### src/rtl/jse_pkg.sv
// shared types, character codes and helpers for the json string escaper
package jse_pkg;

  localparam int QUEUE_DEPTH = 4;

  localparam logic [7:0] CH_QUOTE     = 8'h22;
  localparam logic [7:0] CH_BACKSLASH = 8'h5c;
  localparam logic [7:0] CH_U         = 8'h75;
  localparam logic [7:0] CH_ZERO      = 8'h30;
  localparam logic [7:0] CH_B         = 8'h62;
  localparam logic [7:0] CH_F         = 8'h66;
  localparam logic [7:0] CH_N         = 8'h6e;
  localparam logic [7:0] CH_R         = 8'h72;
  localparam logic [7:0] CH_T         = 8'h74;
  localparam logic [7:0] CH_SPACE     = 8'h20;

  localparam logic [7:0] CTRL_BS = 8'h08;
  localparam logic [7:0] CTRL_HT = 8'h09;
  localparam logic [7:0] CTRL_LF = 8'h0a;
  localparam logic [7:0] CTRL_FF = 8'h0c;
  localparam logic [7:0] CTRL_CR = 8'h0d;

  localparam logic KIND_CHAR = 1'b0;
  localparam logic KIND_END  = 1'b1;

  typedef enum logic [1:0] {
    BODY_CLOSE,
    BODY_PLAIN,
    BODY_ESC,
    BODY_UNI
  } body_t;

  // one classified input item, waiting to be expanded into bytes
  typedef struct packed {
    logic       open_quote;
    body_t      body;
    logic [7:0] payload;
  } job_t;

  typedef struct packed {
    logic full;
    logic empty;
  } queue_stat_t;

  function automatic logic [7:0] hex_char(input logic [3:0] nib);
    logic [7:0] res;
    if (nib < 4'd10) begin
      res = CH_ZERO + {4'd0, nib};
    end else begin
      res = 8'h61 + {4'd0, nib} - 8'd10;
    end
    return res;
  endfunction

endpackage

### src/rtl/jse_channels.sv
// valid/ready channel interfaces for characters in and escaped text out
interface jse_in_if;
  logic       valid;
  logic       ready;
  logic       kind;
  logic [7:0] char_byte;

  modport source (output valid, output kind, output char_byte, input ready);
  modport sink (input valid, input kind, input char_byte, output ready);
endinterface

interface jse_out_if;
  logic       valid;
  logic       ready;
  logic [7:0] out_byte;
  logic       last_of_run;
  logic       closes_string;

  modport source (output valid, output out_byte, output last_of_run,
                  output closes_string, input ready);
  modport sink (input valid, input out_byte, input last_of_run,
                input closes_string, output ready);
endinterface

### src/rtl/jse_front.sv
// front end: accepts input items, tracks the open string and classifies bytes
module jse_front (
  input  logic                 clk,
  input  logic                 rst,
  jse_in_if.sink               chars,
  input  jse_pkg::queue_stat_t stat,
  output logic                 push,
  output jse_pkg::job_t        job
);

  logic inside_string;

  assign chars.ready = !stat.full;
  assign push        = chars.valid && chars.ready;

  always_comb begin
    job.open_quote = !inside_string;
    job.body       = jse_pkg::BODY_PLAIN;
    job.payload    = chars.char_byte;
    if (chars.kind == jse_pkg::KIND_END) begin
      job.body    = jse_pkg::BODY_CLOSE;
      job.payload = jse_pkg::CH_QUOTE;
    end else begin
      unique case (chars.char_byte)
        jse_pkg::CH_QUOTE, jse_pkg::CH_BACKSLASH: begin
          job.body = jse_pkg::BODY_ESC;
        end
        jse_pkg::CTRL_BS: begin
          job.body    = jse_pkg::BODY_ESC;
          job.payload = jse_pkg::CH_B;
        end
        jse_pkg::CTRL_FF: begin
          job.body    = jse_pkg::BODY_ESC;
          job.payload = jse_pkg::CH_F;
        end
        jse_pkg::CTRL_LF: begin
          job.body    = jse_pkg::BODY_ESC;
          job.payload = jse_pkg::CH_N;
        end
        jse_pkg::CTRL_CR: begin
          job.body    = jse_pkg::BODY_ESC;
          job.payload = jse_pkg::CH_R;
        end
        jse_pkg::CTRL_HT: begin
          job.body    = jse_pkg::BODY_ESC;
          job.payload = jse_pkg::CH_T;
        end
        default: begin
          if (chars.char_byte < jse_pkg::CH_SPACE) begin
            job.body = jse_pkg::BODY_UNI;
          end
        end
      endcase
    end
  end

  always_ff @(posedge clk) begin
    if (rst) begin
      inside_string <= 1'b0;
    end else if (push) begin
      inside_string <= (chars.kind == jse_pkg::KIND_CHAR);
    end
  end

endmodule

### src/rtl/jse_queue.sv
// small register queue of classified jobs between front and back end
module jse_queue #(
  parameter int Depth = jse_pkg::QUEUE_DEPTH
) (
  input  logic                 clk,
  input  logic                 rst,
  input  logic                 push,
  input  jse_pkg::job_t        wr_job,
  input  logic                 pop,
  output jse_pkg::job_t        rd_job,
  output jse_pkg::queue_stat_t stat
);

  localparam int PtrW = (Depth > 1) ? $clog2(Depth) : 1;
  localparam int CntW = $clog2(Depth + 1);
  localparam logic [PtrW-1:0] LastSlot = PtrW'(Depth - 1);

  jse_pkg::job_t slots [Depth];
  logic [PtrW-1:0] wr_ptr;
  logic [PtrW-1:0] rd_ptr;
  logic [CntW-1:0] count;

  assign rd_job     = slots[rd_ptr];
  assign stat.full  = (count == CntW'(Depth));
  assign stat.empty = (count == '0);

  always_ff @(posedge clk) begin
    if (push) begin
      slots[wr_ptr] <= wr_job;
    end
  end

  always_ff @(posedge clk) begin
    if (rst) begin
      wr_ptr <= '0;
      rd_ptr <= '0;
      count  <= '0;
    end else begin
      if (push) begin
        wr_ptr <= (wr_ptr == LastSlot) ? '0 : wr_ptr + 1'b1;
      end
      if (pop) begin
        rd_ptr <= (rd_ptr == LastSlot) ? '0 : rd_ptr + 1'b1;
      end
      if (push && !pop) begin
        count <= count + 1'b1;
      end else if (pop && !push) begin
        count <= count - 1'b1;
      end
    end
  end

endmodule

### src/rtl/jse_back.sv
// back end: expands the job at the queue head into output bytes, one per cycle while the output is ready
module jse_back (
  input  logic                 clk,
  input  logic                 rst,
  input  jse_pkg::job_t        job,
  input  jse_pkg::queue_stat_t stat,
  output logic                 pop,
  jse_out_if.source            text
);

  logic [2:0] step;
  logic [2:0] body_len;
  logic [2:0] total;
  logic [2:0] body_idx;
  logic       is_last;
  logic       load;
  logic [7:0] next_byte;
  logic       valid_q;

  always_comb begin
    case (job.body)
      jse_pkg::BODY_ESC: body_len = 3'd2;
      jse_pkg::BODY_UNI: body_len = 3'd6;
      default:           body_len = 3'd1;
    endcase
  end

  assign total    = body_len + {2'd0, job.open_quote};
  assign is_last  = (step == total - 3'd1);
  assign body_idx = step - {2'd0, job.open_quote};

  always_comb begin
    next_byte = job.payload;
    if (job.open_quote && step == 3'd0) begin
      next_byte = jse_pkg::CH_QUOTE;
    end else begin
      unique case (job.body)
        jse_pkg::BODY_CLOSE: next_byte = jse_pkg::CH_QUOTE;
        jse_pkg::BODY_PLAIN: next_byte = job.payload;
        jse_pkg::BODY_ESC: begin
          next_byte = (body_idx == 3'd0) ? jse_pkg::CH_BACKSLASH : job.payload;
        end
        jse_pkg::BODY_UNI: begin
          case (body_idx)
            3'd0:       next_byte = jse_pkg::CH_BACKSLASH;
            3'd1:       next_byte = jse_pkg::CH_U;
            3'd2, 3'd3: next_byte = jse_pkg::CH_ZERO;
            3'd4:       next_byte = jse_pkg::hex_char(job.payload[7:4]);
            default:    next_byte = jse_pkg::hex_char(job.payload[3:0]);
          endcase
        end
        default: next_byte = job.payload;
      endcase
    end
  end

  // output register frees as soon as its transaction completes
  assign load       = !stat.empty && (!valid_q || text.ready);
  assign pop        = load && is_last;
  assign text.valid = valid_q;

  always_ff @(posedge clk) begin
    if (rst) begin
      valid_q <= 1'b0;
      step    <= '0;
    end else begin
      if (load) begin
        valid_q <= 1'b1;
        step    <= is_last ? 3'd0 : step + 3'd1;
      end else if (text.ready) begin
        valid_q <= 1'b0;
      end
    end
  end

  always_ff @(posedge clk) begin
    if (load) begin
      text.out_byte      <= next_byte;
      text.last_of_run   <= is_last;
      text.closes_string <= is_last && (job.body == jse_pkg::BODY_CLOSE);
    end
  end

endmodule

### src/rtl/json_string_escaper_unit.sv
// Streams string bytes in and emits their JSON-quoted, escaped text one byte per
// transaction. Each output cycle carries one byte from a single output register, so a
// plain character sustains one input item per cycle while the output is ready; an
// opening quote adds one byte, a short escape takes two bytes and a \u00xx escape
// six. A queue of QUEUE_DEPTH classified items lets the input side keep running
// while an escape drains. No clearing pass after reset is needed.
module json_string_escaper_unit #(
  parameter int QueueDepth = jse_pkg::QUEUE_DEPTH
) (
  input logic       clk,
  input logic       rst,
  jse_in_if.sink    chars,
  jse_out_if.source text
);

  jse_pkg::job_t        push_job;
  jse_pkg::job_t        head_job;
  jse_pkg::queue_stat_t q_stat;
  logic                 push;
  logic                 pop;

  jse_front u_front (
    .clk   (clk),
    .rst   (rst),
    .chars (chars),
    .stat  (q_stat),
    .push  (push),
    .job   (push_job)
  );

  jse_queue #(
    .Depth (QueueDepth)
  ) u_queue (
    .clk    (clk),
    .rst    (rst),
    .push   (push),
    .wr_job (push_job),
    .pop    (pop),
    .rd_job (head_job),
    .stat   (q_stat)
  );

  jse_back u_back (
    .clk  (clk),
    .rst  (rst),
    .job  (head_job),
    .stat (q_stat),
    .pop  (pop),
    .text (text)
  );

  a_no_push_when_full: assert property (@(posedge clk) disable iff (rst)
    q_stat.full |-> !push)
    else $error("push into full queue");

  a_no_pop_when_empty: assert property (@(posedge clk) disable iff (rst)
    q_stat.empty |-> !pop)
    else $error("pop from empty queue");

  a_close_is_quote: assert property (@(posedge clk) disable iff (rst)
    text.valid && text.closes_string |-> text.last_of_run
      && text.out_byte == jse_pkg::CH_QUOTE)
    else $error("closing byte is not a final quote");

  a_idle_after_reset: assert property (@(posedge clk)
    rst |=> !text.valid)
    else $error("output valid right after reset");

endmodule
### src/flat_wrapper.sv
// flat-port wrapper written by rule: the top's interface ports become plain ports
module json_string_escaper_unit_flat 
#(
  parameter int QueueDepth = jse_pkg::QUEUE_DEPTH
)
  (clk, rst, chars_valid, chars_kind, chars_char_byte, chars_ready, text_valid, text_out_byte, text_last_of_run, text_closes_string, text_ready);
  jse_in_if chars_i ();
  jse_out_if text_i ();
  input logic clk;
  input logic rst;
  input wire logic [$bits(chars_i.valid)-1:0] chars_valid;
  input wire logic [$bits(chars_i.kind)-1:0] chars_kind;
  input wire logic [$bits(chars_i.char_byte)-1:0] chars_char_byte;
  output wire logic [$bits(chars_i.ready)-1:0] chars_ready;
  output wire logic [$bits(text_i.valid)-1:0] text_valid;
  output wire logic [$bits(text_i.out_byte)-1:0] text_out_byte;
  output wire logic [$bits(text_i.last_of_run)-1:0] text_last_of_run;
  output wire logic [$bits(text_i.closes_string)-1:0] text_closes_string;
  input wire logic [$bits(text_i.ready)-1:0] text_ready;
  assign chars_i.valid = chars_valid;
  assign chars_i.kind = chars_kind;
  assign chars_i.char_byte = chars_char_byte;
  assign chars_ready = chars_i.ready;
  assign text_valid = text_i.valid;
  assign text_out_byte = text_i.out_byte;
  assign text_last_of_run = text_i.last_of_run;
  assign text_closes_string = text_i.closes_string;
  assign text_i.ready = text_ready;
  json_string_escaper_unit #(.QueueDepth(QueueDepth)) u_core (.clk(clk), .rst(rst), .chars(chars_i), .text(text_i));
endmodule
### config.mk
export PLATFORM = sky130hd
export DESIGN_NAME = json_string_escaper_unit_flat
export DESIGN_NICKNAME = d
export VERILOG_FILES = /design/src/rtl/jse_pkg.sv /design/src/rtl/jse_channels.sv /design/src/rtl/jse_front.sv /design/src/rtl/jse_queue.sv /design/src/rtl/jse_back.sv /design/src/rtl/json_string_escaper_unit.sv /design/src/flat_wrapper.sv
export SDC_FILE = /design/constraint.sdc
export NUM_CORES = 1
export LEC_CHECK = 0
export BUFFER_PORTS_ARGS = -buffer_cell sky130_fd_sc_hd__buf_2
export CORE_MARGIN = 3
export CORE_UTILIZATION = 60
export DETAILED_ROUTE_END_ITERATION = 8
export PLACE_DENSITY_LB_ADDON = 0.05
export SETUP_SLACK_MARGIN = 0.4
export SYNTH_ARGS = -nofsm -noshare
export SYNTH_HDL_FRONTEND = slang
export SYNTH_HIERARCHICAL = 1
export SYNTH_SLANG_ARGS = --single-unit
export TNS_END_PERCENT = 10
### constraint.sdc
create_clock -name clk -period 7.4 [get_ports clk]
set_input_delay 1.48 -clock clk [delete_from_list [all_inputs] [get_ports clk]]
set_output_delay 1.48 -clock clk [all_outputs]
set_load 0.05 [all_outputs]
# --- Yosys cells after proc, flatten, opt, wreduce, memory -nomap -nowiden ---
# Memories as Yosys holds them, arrays and structs flattened. A register that Yosys moved wholly into a read port is not among the register bits.
# Cells that the tools add are included.
word_totals:
  ff_bits: 22
  mem_bits_rw: 44
  wordCells: 89
  mem_count: 1
op_classes:
  addsub: 14
  order_cmp: 3
  eq_ne: 18
  muxes: 21
  bitwise_logic: 1
  reduce_logical: 22
memory_table:
  columns: ["memory", "depth", "width", "read_ports", "rd_ports_with_merged_regs", "wr", "line", "text"]
  rows:
  - ["u_core.u_queue.slots", 4, 11, 1, 1, 1, "jse_queue.sv:18", "jse_pkg::job_t slots [Depth];"]
ops:
  columns: ["operator", "n"]
  rows:
  - ["one-hot mux 8 bit (4 select lines)", 2]
  - ["equality test 8 x 4 -> 1 bit (second input constant)", 5]
  - ["one-hot mux 8 bit (5 select lines)", 1]
  - ["two-way mux 8 bit", 3]
  - ["adder 7 x 4 -> 8 bit (first input constant)", 2]
  - ["subtractor 8 x 4 -> 8 bit (second input constant)", 2]
  - ["adder 6 x 4 -> 7 bit (first input constant)", 2]
  - ["two-way mux 2 bit", 6]
  - ["two-way mux 10 bit", 1]
  - ["logical NOT 3 bit", 3]
  - ["two-way mux 3 bit", 3]
  - ["equality test 2 bit (second input constant)", 4]
  - ["equality test 8 x 6 -> 1 bit (second input constant)", 1]
  - ["equality test 8 x 7 -> 1 bit (second input constant)", 1]
  - ["< comparator 4 bit (second input constant)", 2]
  - ["< comparator 8 x 6 -> 1 bit (second input constant)", 1]
  - ["logical AND 1 bit", 7]
  - ["OR reduction 7 bit", 1]
  - ["adder 3 x 1 -> 3 bit (second input constant)", 2]
  - ["equality test 3 x 2 -> 1 bit (second input constant)", 2]
  - ["equality test 3 bit (second input constant)", 2]
  - ["logical NOT 1 bit", 6]
  - ["one-hot mux 3 bit (2 select lines)", 1]
  - ["subtractor 3 x 1 -> 3 bit (second input constant)", 2]
  - ["12 further kinds", 17]

# --- Depth between registers and ports, before layout ---
logic_depth:
  word_depth: 9
  ltp_mapped: 14
  depth_no_buf: 13

# --- Hierarchy ---
# The synthesis kept the hierarchy.
by_module_without_submodules:
  columns: ["module", "n_inst", "cells_per_inst", "area_per_inst_um2", "seq_area_each_um2"]
  rows:
  - ["jse_queue", 1, 101, 2029.4, 1501.4]
  - ["jse_back", 1, 124, 1136.1, 380.4]
  - ["jse_front", 1, 41, 256.5, 20.0]

# --- Worst setup path after synthesis ---
# OpenSTA, ideal clock, no wires.
synth_path:
  kind: "input to register"
  from: "input text_ready"
  to: "register u_core.u_queue.count[2]"
  setup_ns: 0.070
  arrival_time_ns: 3.110
  required_time_ns: 7.330
  slack_ns: 4.220
  path_stages: 10
  n_path_buf: 0
  path_cell_list: "nand2b_1 -> nand2b_1 -> nor3_1 -> inv_1 -> ha_1 -> inv_1 -> fa_1 -> xor2_1 -> or3_1 -> a21oi_1"
synth_via:
  elab_chain_len: 6
  word_cells_on_any_way: 8
synth_lines:
  columns: ["element", "line", "text"]
  rows:
  - ["from (decl)", "flat_wrapper.sv:19", "input wire logic [$bits(text_i.ready)-1:0] text_ready;"]
  - ["logical OR 1 bit (*)", "jse_back.sv:58", "assign load = !stat.empty && (!valid_q || text.ready);"]
  - ["logical AND 1 bit (*)", "jse_back.sv:58", null]
  - ["logical AND 1 bit (*)", "jse_back.sv:59", "assign pop = load && is_last;"]
  - ["via u_core.pop", "json_string_escaper_unit.sv:20", "logic pop;"]
  - ["logical NOT 1 bit", "jse_queue.sv:45", "if (push && !pop) begin"]
  - ["logical AND 1 bit", "jse_queue.sv:45", null]
  - ["two-way mux 3 bit or nonzero test 2 bit (tied branches)", null, null]
  - ["to (signal assigned)", "jse_queue.sv:46", "count <= count + 1'b1;"]
  - ["to (signal assigned)", "jse_queue.sv:48", "count <= count - 1'b1;"]
  - ["to (decl)", "jse_queue.sv:21", "logic [CntW-1:0] count;"]
# Mark *: on every way through the listed nets, which the timed path passes. The rest lies on a longest branch.
# A chain may end at the register's enable or synchronous reset.

==> impl_results.md <==
- CP delay by family, top: multiplexers
- Main synth FF type: edfxtp_1
- Top-count cell post-synth: edfxtp_1
- Total Routing Usage GR: 0.208
- Count of final hold-check violations: 0
- Hold wc startpoint: u_core/u_queue/count[2]$_SDFFE_PP0P_
- Crit path largest cell delay: 780 ps
- Worst-Margin Slew: 707 ps
- Syn. warnings: 6
- HP Class: register to register
- Largest area contributor in the netlist: edfxtp_1
- R2r endpoint: u_core/u_queue/count[2]$_SDFFE_PP0P_
- Drt drc: 0
- Crit-path cells: mux4_2, ha_1, mux2i_1, xnor2_1, nor3_1, inv_1, ha_1, inv_1, fa_1, xor2_1, or3_1, a21oi_1
- Avg WL per Cell: 16.8 um
- Setup Buffers After CTS: 0
- Setup TNS: 0 ps
- Die Ht: 81.5 um
- Starting Density: 0.645
- Post-synthesis simple-gate area fraction: 0.137
- Register area share after synthesis: 0.556
- Clock sink count: 68
- Post-synthesis mux area share: 0.0881
- Endpoints failing setup: 0
- Setup CP Type: register to register
- Main combinational cell family by area after synthesis: simple AND/OR/NAND/NOR gates
- Syn_nets: 294
- Number of port buffers: 24
- Worst Setup Start Kind: register
- Clock Latency Late Sink: 330 ps
- # IOs: 25
- Number of global-route vias before repair: 2044
- Rows: 26
- Max-slew headroom: 0.528
- Clk buf depth: 2
- Clock Skew: 5.05 ps
- Setup crit end kind: register
- Initial antenna violation count: 0
- CTS tree: built
- Final Power: 1.52 mW
- Reg2Reg Depth: 12
- Remaining Overflow, GRT: 0
- Die area: 6650 sq um
- DR pass1 iterations: 4
- Number of synthesized flops with an enable pin: 54
- Slowest cell on the critical path: dfxtp_1
- Proportion of layout cells with a drive suffix above 1: 0.196
- Synth-to-layout area growth: 8.70%
- Tmin final: 3780 ps
- Arr. time, crit path: 4040 ps
- Antenna Nets Post-Route: 0
- DR vias: 2176
- Synth Area in XOR/XNOR: 0.0285
- CTS buffer count: 9
- Clk root buf: clkbuf_8
- Flops & latches, synth: 68
- Flop2flop setup slack: 3620 ps
- Synth Area per Inst: 12.9 sq um
- Top achievable clock speed: 265 MHz
- Clock slew seen by the registers of the worst setup and hold paths: 70 ps
- FFs w/ async S/R, synth: 0
- Commonest cells in the netlist: edfxtp_1, nor2_1, a21oi_1
- Die width: 81.5 um
- Vias per inst: 5.95
- Drt first-iter violations: 97
- Diode count: 0
- Synth top area share: 0.474
- # nets final: 319
- RSZ-0062 raised after global routing: false
- Data required, critical path: 7660 ps
- Pwr/cell area: 407 nW/um^2
- Synth Area in Compound Gates: 0.0969
- Ranking of synthesized cells by area: edfxtp_1, dfxtp_1, mux4_2
- CTS H-tree lvls: 3
- Post-cts gate resize count: 0
- Final WL: 6.16 mm
- Worst Hold Endpoint: u_core/u_queue/count[2]$_SDFFE_PP0P_
- Hold Buf Count CTS: 0
- Fin. max-slew vios: 0
- Outcome: finished clean
- Global-route wire length before repair: 10.1 mm
- Core area: 5300 sq um
- DPL Wire Length: 4.40 mm
- Max Cap Violations: 0
- Area share of fa/ha/maj cells after synthesis: 0.0570
- Largest net degree at the start of global routing: 14
- Mapped cell area: 3420 sq um
- CP max FO: 13
- Number of distinct library cells after synthesis: 54
- GPL Wtd Cong: 0.878
- VDD IR max: 0.000239 V
- Worst Path Buf+Inv: 2
- Final period util: 0.511
- P_leak: 1.34 nW
- Worst hold stages: 2
- Post-synthesis instance total: 266
==> where the power goes <==
| group | switching [mW] | internal [mW] |
|---|---|---|
| sequential | 0.0469 | 0.511 |
| combinational | 0.456 | 0.250 |
| clock | 0.132 | 0.120 |
| total | 0.635 | 0.881 |
==> cell families after synthesis <==
kind of cell             after synthesis
adder cells (fa/ha/maj)               15
AND/OR/NAND/NOR                       82
buffers and inverters                 25
multiplexers                          16
AO/OA/AOI/OAI                         51
flip-flops                            68
XOR/XNOR                               9
==> area by class of cell <==
cell class / instances / area, sq um
clock buffers: 11 / 131
clock inverters: 5 / 28.8
fillers: 367 / 1580
inverters: 15 / 56.3
multi-input cells: 173 / 1390
flip-flops and latches: 68 / 1900
well taps: 70 / 87.6
repair buffers: 24 / 120
==> metal layers <==
| metal | global-route usage | vias up | wire length [um] |
|---|---|---|---|
| met5 | 0 | - | 0 |
| met4 | 0.0726 | 0 | 53 |
| met3 | 0.0504 | 6 | 276 |
| met2 | 0.352 | 67 | 3210 |
| met1 | 0.261 | 1056 | 2620 |
| li1 | - | 1047 | - |
==> worst reg2reg max path, stage by stage (launching register included) <==
cell	delay [ps]
dfxtp_1	780
mux4_2	750
ha_1	240
mux2i_1	230
xnor2_1	260
nor3_1	140
inv_1	110
ha_1	180
inv_1	60
fa_1	370
xor2_1	160
or3_1	310
a21oi_1	140
==> flip-flops by register name (all words and copies together) (netlist names), named ones only <==
| register | cells |
|---|---|
| u_core/u_queue/wr_ptr | 2 |
| u_core/u_back/text.out_byte | 8 |
| u_core/u_queue/count | 3 |
| u_core/u_front/inside_string | 1 |
| u_core/u_back/step | 3 |
| u_core/u_back/text.last_of_run | 1 |
| u_core/u_back/text.closes_string | 1 |
| u_core/u_back/text.valid | 1 |
| u_core/u_queue/slots | 44 |
| u_core/u_queue/rd_ptr | 2 |
==> placed cells by master, fill, tap and decap left out, types with 4 or more instances in the layout <==
cell type / n
mux2i_1: 5
nor3b_1: 4
nor3_1: 4
edfxtp_1: 54
o211ai_1: 5
xnor2_1: 4
and2_1: 7
nor2_1: 24
nand2b_1: 4
xor2_1: 4
a211oi_1: 5
dfxtp_1: 14
inv_1: 15
buf_2: 24
nand2_1: 11
clkinv_2: 4
o21ai_0: 6
a21oi_1: 17
mux4_2: 10
nor2b_1: 5
clkbuf_8: 9
ha_1: 14
==> stage by stage <==
step	util	hold WS (ps)	cells	cell area, sq um	setup slack (ps)
6_report	0.702	496	366	3720	3620
5_1_grt	0.702	524	366	3720	3260
4_1_cts	0.702	496	366	3720	3590
3_5_place_dp	0.671	485	350	3560	3590
3_3_place_gp	0.671	490	350	3560	3710
2_1_floorplan	-	460	266	3420	4220
==> worst max path at each step <==
| stage | to | slack, ps | cells past startpoint |
|---|---|---|---|
| after detailed placement | u_core/u_queue/count[2]$_SDFFE_PP0P_ | 3590 | 12 |
| after global routing | u_core/u_queue/count[2]$_SDFFE_PP0P_ | 3260 | 12 |
| after CTS | u_core/u_queue/count[2]$_SDFFE_PP0P_ | 3590 | 12 |
| final | u_core/u_queue/count[2]$_SDFFE_PP0P_ | 3620 | 12 |
| after floorplan | u_core/u_queue/count[2]$_SDFFE_PP0P_ | 4220 | 10 |
| after global placement | u_core/u_queue/count[2]$_SDFFE_PP0P_ | 3710 | 12 |
No activity file was read; power rests on OpenSTA's default activity.
